[config.mk]
export PLATFORM = sky130hd
export DESIGN_NAME = lwis_ram
export DESIGN_NICKNAME = d
export VERILOG_FILES = /design/src/rtl/assert_macros.svh /design/src/rtl/lwis_ram.sv
export SDC_FILE = /design/constraint.sdc
export NUM_CORES = 1
export LEC_CHECK = 0
export BUFFER_PORTS_ARGS = -buffer_cell sky130_fd_sc_hd__buf_2
export CORE_UTILIZATION = 30
export DETAILED_ROUTE_END_ITERATION = 8
export GPL_ROUTABILITY_DRIVEN = 0
export PLACE_DENSITY = 0.56
export REMOVE_ABC_BUFFERS = 1
export SLEW_MARGIN = 20
export SYNTH_ARGS = -nofsm -noshare
export SYNTH_HDL_FRONTEND = slang
export SYNTH_SLANG_ARGS = --single-unit
[constraint.sdc]
create_clock -name clk -period 2.9 [get_ports clk]
set_input_delay 0.58 -clock clk [delete_from_list [all_inputs] [get_ports clk]]
set_output_delay 0.58 -clock clk [all_outputs]
set_load 0.01 [all_outputs]
[src/rtl/assert_macros.svh]
// Assertion macros used by limited_weighted_interval_select.
`ifndef ASSERT_MACROS_SVH
`define ASSERT_MACROS_SVH
`ifndef SYNTHESIS
`define ASSERT_IMPL(label, clk, rst_n, prop) \
	label: assert property (@(posedge clk) disable iff (!rst_n) prop) \
		else $error("assertion failed");
`define ASSERT_RST(label, clk, prop) \
	label: assert property (@(posedge clk) prop) else $error("assertion failed");
`else
`define ASSERT_IMPL(label, clk, rst_n, prop)
`define ASSERT_RST(label, clk, prop)
`endif
`endif

[src/rtl/lwis_ram.sv]
module lwis_ram #(
	parameter int Width = 8,
	parameter int Depth = 16
) (
	input  logic                     clk,
	input  logic                     we,
	input  logic [$clog2(Depth)-1:0] waddr,
	input  logic [Width-1:0]         wdata,
	input  logic [$clog2(Depth)-1:0] raddr,
	output logic [Width-1:0]         rdata
);
	logic [Width-1:0] mem [Depth];

	// Single write port, registered read.
	always_ff @(posedge clk) begin
		if (we) begin
			mem[waddr] <= wdata;
		end
		rdata <= mem[raddr];
	end
endmodule

* Word level (Yosys, flattened, before mapping)
Memories as Yosys holds them, arrays and structs flattened. A register that Yosys moved wholly into a read port is not among the register bits.
Index checks and enable logic that the tools add are counted.
** Word-level totals
- Register bits after elaboration :: 0
- Logic and storage cells :: 3
- RAM bits :: 128
- Memory bits (read-only) :: 0
- Memories kept :: 1
- Bits in latches :: 0
** Memories
- mem :: words 16, width 8, read ports 1, clocked after Yosys merged registers in 1, write ports 1, RTL line lwis_ram.sv:12 : logic [Width-1:0] mem [Depth];
** Cells by class
- Magnitude comparators :: 0
- Div/mod/pow operators :: 0
- Bitwise gates (word level) :: 0
- $mul :: 0
- Eq/ne operators :: 0
- Add/subtract/negate cells :: 0
- Reductions and logical operators :: 0
- Muxes and demuxes :: 2
- Shift-type cells :: 0
** Operator list (count)
- $mux W1 :: 2

* Longest topological paths before layout
Gate-level depths: netlist of the first run.
- Depth after elaboration :: 2
- Depth in mapped cells :: 5
- Gate-level depth less buffers :: 3

* Worst setup path before layout of the first run
Ideal clock, no wire load.
- Path type :: input port to flip-flop
- Start :: input waddr[2]
- End :: memory mem[0][0] (enable)
- Setup time :: 0.383 ns
- Buffers on the path :: 0
- Stages :: 2
- Data arrival time :: 1.690 ns
- Path slack :: 0.827 ns
- Cell sequence :: or3b_2 nor3_1
** RTL lines
- from (decl) :: RTL line lwis_ram.sv:7 : input logic [$clog2(Depth)-1:0] waddr,
- to (decl) :: RTL line lwis_ram.sv:12
No word-level cell before the write port.

==> summary.md, run 1 <==
| Metric | Value |
|---|---|
| Overall Power | 4780 µW |
| Mean number of vias per cell | ~4.7 |
| Insertion delay to the later sink of the worst-skew pair | 0.41 ns |
| Arithmetic-cell share of the synthesized area counting full adders, half adders and majority gates | 0 |
| Pin count of the biggest net entering global routing | 33 |
| Avg WL per Cell | around 20 µm |
| Final setup fails | 0 |
| Highest Clock Rate | 625 MHz |
| Detailed-routing iteration count for the pre-antenna-repair pass | 4 |
| Layout cells sized above 1 | 0.312 |
| Required @ worst endpoint | 3.20 ns |
| Termination of the worst setup path | rdata[0] |
| Total placed cells including tap cells | 483 |
| Portion of netlist area occupied by mux cells | 0.150 |
| Post-detail-place hpwl | 6.35 mm |
| Outcome | finished clean |
| Clock Sinks | 136 |
| Slew @ Worst Pin | ~0.8 ns |
| Clock Root Buffer | clkbuf_16 |
| Highest-count cells in the layout ignoring fill and taps | edfxtp_1, buf_2, mux4_2, buf_4, clkbuf_16 |
| Register area share after synthesis | 0.778 |
| Number of instances in the synthesized netlist | 229 |
| Setup tns final | 0 ns |
| CTS max path bufs | 2 |
| Parity-gate share of the synthesized area counting xor and xnor cells | 0 |
| Post-synthesis simple-gate area fraction | 0.0318 |
| Pleak | 0.00211 µW |
| Via count of the first global-routing pass | 2,580 |
| Nets | 300 |
| Global-route total usage across every layer | 0.126 |
| FF-to-FF setup slack | roughly 1.6 ns |
| Data arrival, critical path | ~1.9 ns |
| Dpl ws | ~0.83 ns |
| Number of synthesized register bits | approximately 140 |
| First-iteration detailed-routing DRC count | 174 |
| Area of the die | 17,700 µm² |
| Path type of the worst min-delay path | input port to flip-flop |
| Number of buffers inserted to repair setup after CTS | 0 |
| TritonCTS clock tree | done |
| Largest family of logic cells by synthesized area | multiplexers |
| Critical-path maximum fanout | 32 |
| Tightest slew margin relative to the limit | 0.467 |
| Non-Filler Instances | slightly above 500 |
| Endpoint of the most critical register-to-register path | rdata[7] |
| Number of hold-repair buffers added at the cts stage | 0 |
| Via count | 2,428 |
| Total Wirelength | 10.1 mm |
| Worst setup slack after layout | 1.30 ns |
| H-tree levels | 4 |
| Fin crit share | 0.552 |
| Setup clock skew after layout | slightly above 0.006 ns |
| Clock period minus worst slack | approximately 1.6 ns |
| Total DRC errors in the routed layout | 0 |
| Reg2reg path depth | 3 |
| Die span in x | roughly 130 µm |
| Count of unique library cells instantiated by Yosys | 19 |
| Share of the synthesized area in compound gates (AO/OA/AOI/OAI) | 0.0233 |
| Core area | 16,600 µm² |
| Resized cells post-CTS | 0 |
| Number of buffers inserted by port buffering | 25 |
| Grt ovf | 0 |
| Worst setup path startpoint | raddr[0] |
| Area growth from synthesis to layout | 21.9% |
| Number of pins with negative max-slew slack in the final report | 0 |
| Worst Hold Launch | wdata[3] |
| Cell row count | 47 |
| Antenna violations before repair | 0 |
| Syn Area/Cell | 22.5 µm² |
| RSZ-0062 raised after global routing | false |
| Kind of critical path | input port to flip-flop |
| Count of synthesis-stage warnings from yosys | 0 |
| Max-cap viol count | 0 |
| Number of clock buffers inserted by TritonCTS | 17 |
| Number of top-level pins | 26 |
| Critical Path End Type | flip-flop |
| Number of inserted diodes | 0 |
| Startpoint of the lowest-slack register-to-register path | mem[11][7] |
| Die height | 133 µm |
| Initial cell density of the core | 0.309 |
| Clock transition time at the flip-flop clock pins of the worst setup and hold paths | approximately 0.060 ns |
| Most common cell after layout, fill and taps aside | edfxtp_1 |
| Highest ir drop seen on vdd | around 0.00040 V |
| Startpoint class of the critical path | input port |
| Netlist area before placement | 5150 µm² |
| Global-route wire length before repair | approximately 15 mm |
| Endpoints failing hold | 0 |
| Count of nets left with antenna violations after detail routing | 0 |
| Power density of the placed cells | 761 nW/µm² |
-- stage by stage --
| step | util | hold slack, ns | area [µm²] |
|---|---|---|---|
| floorplan | - | 0.629 | 5060 |
| global placement | 0.337 | 0.652 | 5620 |
| detailed placement | 0.337 | 0.670 | 5620 |
| CTS | 0.377 | 0.548 | 6270 |
| global route | 0.377 | 0.552 | 6270 |
| finish | 0.377 | 0.557 | 6270 |
-- cell usage after synthesis --
cell type | number | share of area
nor2_1 | 13 | 0.0095
or3b_2 | 1 | 0.0017
mux4_1 | 14 | 0.071
and2_1 | 1 | 0.0012
a22oi_1 | 16 | 0.023
nor2b_1 | 1 | 0.0012
buf_2 | 3 | 0.0029
nand2_1 | 9 | 0.0066
mux4_2 | 18 | 0.079
clkdlybuf4s25_2 | 3 | 0.0058
and2b_1 | 1 | 0.0015
buf_6 | 3 | 0.0066
dfxtp_1 | 8 | 0.031
nor3_1 | 4 | 0.0039
edfxtp_1 | 128 | 0.75
nand2b_1 | 2 | 0.0024
buf_4 | 1 | 0.0015
nand3b_1 | 2 | 0.0029
nand3_1 | 1 | 0.00097
-- metal layers --
metal  share of wire  wire [µm]  global-route usage  vias up
met5               0          0                   0        -
met4          0.0075         76              0.0402        0
met3           0.059        594              0.0506        7
met2            0.47       4710               0.188       74
met1            0.47       4720               0.166     1268
li1                -          -                   -     1079
-- area by class of cell --
type	instances	area [µm²]
clock buffers	18	429
clock inverters	14	229
fillers	1505	10400
multi-input cells	83	1060
flip-flops and latches	136	4000
well taps	220	275
repair buffers	44	280
-- worst min path at each step --
stage | endpoint | slack [ns] | cells after the start
finish | mem[6][3] | 0.56 | 1
global route | mem[12][1] | 0.55 | 1
CTS | mem[14][2] | 0.55 | 1
detailed placement | rdata[3] | 0.67 | 3
global placement | rdata[3] | 0.65 | 3
floorplan | rdata[0] | 0.63 | 3
-- registers in the layout, summed over array words and instances, names as in the netlist --
name   cells
mem      128
rdata      8
-- power by group --
group / switching (µW) / internal, µW / total (µW)
combinational: 118 / 86.5 / 205
clock: 758 / 1600 / 2360
sequential: 14.1 / 2200 / 2210
-- logic make-up (layout without fill, tap and decap cells) --
family          Yosys count  after routing
simple gates             35             35
flops                   136            136
compound gates           16             16
mux                      32             32
buf+inv                  10             76
-- worst max-delay path, cell delays in order --
cell and delay [ns]:
buf_2 0.10, buf_12 0.25, mux4_1 0.62, a22oi_1 0.24
nand2_1 0.08
No activity file was read; power rests on OpenSTA's default activity.
==> run 2: changes to the inputs <==
- PLACE_DENSITY: 0.56 -> 0.57
- clock period: 2.9 -> 1.4 ns (I/O delays scaled with it)
==> run 2 against run 1 <==
Core utilization up 0.35 points; sequential share of layout area down 0.58 points; clock-buffer cell count unchanged; wire length up 0.93%; clock skew about the same; highest routed layer unchanged; register-to-register slack worse by 1.5 ns; critical path type is now flip-flop to flip-flop; die area unchanged; via count up 1.4%; critical endpoint unchanged; combinational power up 110%; hold slack worse by 0.31 ns.
==> summary.md, run 2 (synthesized netlist as in run 1, its figures left out) <==
| Metric | Value |
|---|---|
| Cell row count | 47 (unchanged) |
| Number of clock buffers inserted by TritonCTS | 17 (unchanged) |
| Via count of the first global-routing pass | 2,583 (+0.12%) |
| Avg WL per Cell | 19.6 µm (-0.23%) |
| RSZ-0062 raised after global routing | false |
| Critical Path End Type | flip-flop |
| Number of hold-repair buffers added at the cts stage | 0 (unchanged) |
| Highest Clock Rate | 761 MHz |
| Clock Root Buffer | clkbuf_16 |
| Resized cells post-CTS | 0 (unchanged) |
| Nets | 306 (+2.0%) |
| Setup tns final | 0 ns (unchanged) |
| Endpoints failing hold | 0 (unchanged) |
| Pleak | 0.00214 µW (+1.5%) |
| Layout cells sized above 1 | 0.329 (+0.0170) |
| Endpoint of the most critical register-to-register path | rdata[0] |
| Final hold slack | 0.246 ns (-0.310 ns) |
| Core area | 16,600 µm² (unchanged) |
| Required @ worst endpoint | 1.69 ns (-1.51 ns) |
| Number of top-level pins | 26 (unchanged) |
| Number of buffers inserted to repair setup after CTS | 0 (unchanged) |
| Insertion delay to the later sink of the worst-skew pair | 0.41 ns (about the same) |
| Global-route wire length before repair | 15.6 mm (+0.76%) |
| Pin count of the biggest net entering global routing | 21 (-36%) |
| Register containing the most flip-flops in the final layout | mem |
| Max-cap viol count | 0 (unchanged) |
| Non-Filler Instances | 521 (+1.2%) |
| Area growth from synthesis to layout | 23.0% |
| Path type of the worst min-delay path | input port to flip-flop |
| Critical-path maximum fanout | 1 (-97%) |
| Tightest slew margin relative to the limit | 0.474 (+0.00742) |
| Slew @ Worst Pin | 0.787 ns (-0.0111 ns) |
| Die height | 133 µm (unchanged) |
| H-tree levels | 4 (unchanged) |
| Overall Power | 9920 µW (+110%) |
| Number of pins with negative max-slew slack in the final report | 0 (unchanged) |
| Clock Sinks | 136 (unchanged) |
| FF-to-FF setup slack | 0.09 ns (-1.48 ns) |
| Startpoint class of the critical path | flip-flop |
| Highest ir drop seen on vdd | 0.00103 V (+150%) |
| Worst setup path startpoint | mem[1][0] |
| Reg2reg path depth | 3 (unchanged) |
| Outcome | finished clean |
| Detailed-routing iteration count for the pre-antenna-repair pass | 4 (unchanged) |
| Max reg flops | 128 (unchanged) |
| Area of the die | 17,700 µm² (unchanged) |
| CTS max path bufs | 2 (unchanged) |
| Count of nets left with antenna violations after detail routing | 0 (unchanged) |
| Startpoint of the lowest-slack register-to-register path | mem[1][0] |
| Clock period minus worst slack | 1.31 ns |
| Total DRC errors in the routed layout | 0 (unchanged) |
| Leading registers by flop count | mem x128, rdata x8 |
| Mean number of vias per cell | 4.72 (+0.19%) |
| Final setup fails | 0 (unchanged) |
| Via count | 2,461 (+1.4%) |
| Setup clock skew after layout | 0.00622 ns (+0.0000977 ns) |
| Total Wirelength | 10.2 mm (+0.93%) |
| Global-route total usage across every layer | 0.127 (+0.00174) |
| Total placed cells including tap cells | 489 (+1.2%) |
| Antenna violations before repair | 0 (unchanged) |
| Highest-count cells in the layout ignoring fill and taps | edfxtp_1, buf_2, buf_4 |
| Initial cell density of the core | 0.309 (unchanged) |
| Number of inserted diodes | 0 (unchanged) |
| First-iteration detailed-routing DRC count | 236 (+36%) |
| Data arrival, critical path | 1.60 ns (-0.30 ns) |
| Power density of the placed cells | 1570 nW/µm² (+110%) |
| Die span in x | 133 µm (unchanged) |
| Grt ovf | 0 (unchanged) |
| TritonCTS clock tree | done |
| Kind of critical path | flip-flop to flip-flop |
| Clock transition time at the flip-flop clock pins of the worst setup and hold paths | 0.06 ns (about the same) |
| Final design utilization | 0.380 (+0.00346) |
| Most common cell after layout, fill and taps aside | edfxtp_1 |
| Post-detail-place hpwl | 6.54 mm (+3.1%) |
| Termination of the worst setup path | rdata[0] |
| Fin crit share | 0.938 |
| Number of buffers inserted by port buffering | 25 (unchanged) |
[run 2: cell type report]
| cell class | instances | area [µm²] |
|---|---|---|
| fillers | 1518 | 10300 |
| flip-flops and latches | 136 | 4000 |
| multi-input cells | 83 | 1060 |
| clock buffers | 18 | 429 |
| repair buffers | 50 | 338 |
| well taps | 220 | 275 |
| clock inverters | 14 | 229 |
[run 2: how the worst min path moves through the flow]
stage | startpoint | endpoint | slack [ns] | cells past startpoint
floorplan | wdata[0] | mem[0][0] | 0.38 | 0
finish | wdata[4] | mem[13][4] | 0.25 | 1
detailed placement | mem[15][0] | rdata[0] | 0.66 | 3
global route | wdata[4] | mem[13][4] | 0.24 | 1
global placement | mem[12][0] | rdata[0] | 0.66 | 3
CTS | wdata[4] | mem[13][4] | 0.23 | 1
[run 2: layer usage]
| metal | global-route usage | wire, µm |
|---|---|---|
| met1 | 0.170 | 4660 |
| met5 | 0 | 0 |
| met4 | 0.0460 | 41 |
| met2 | 0.191 | 4860 |
| met3 | 0.0456 | 621 |
[run 2: report_power, final]
part	total (µW)	switching [µW]	internal (µW)
sequential	4580	30.6	4550
clock	4900	1580	3320
combinational	438	245	194
total	9920	1860	8070
[run 2: critical path: stages, from the launching register on]
cell and delay (ns):
edfxtp_1 0.35, mux4_1 0.50, a22oi_1 0.26, nand2_1 0.08
[run 2: stage by stage]
step           setup slack [ns]  instance area, µm²
2_1_floorplan            -0.373                5060
3_3_place_gp             -0.297                5670
3_5_place_dp             -0.296                5670
4_1_cts                  0.0716                6330
5_1_grt                  0.0162                6330
6_report                 0.0863                6330
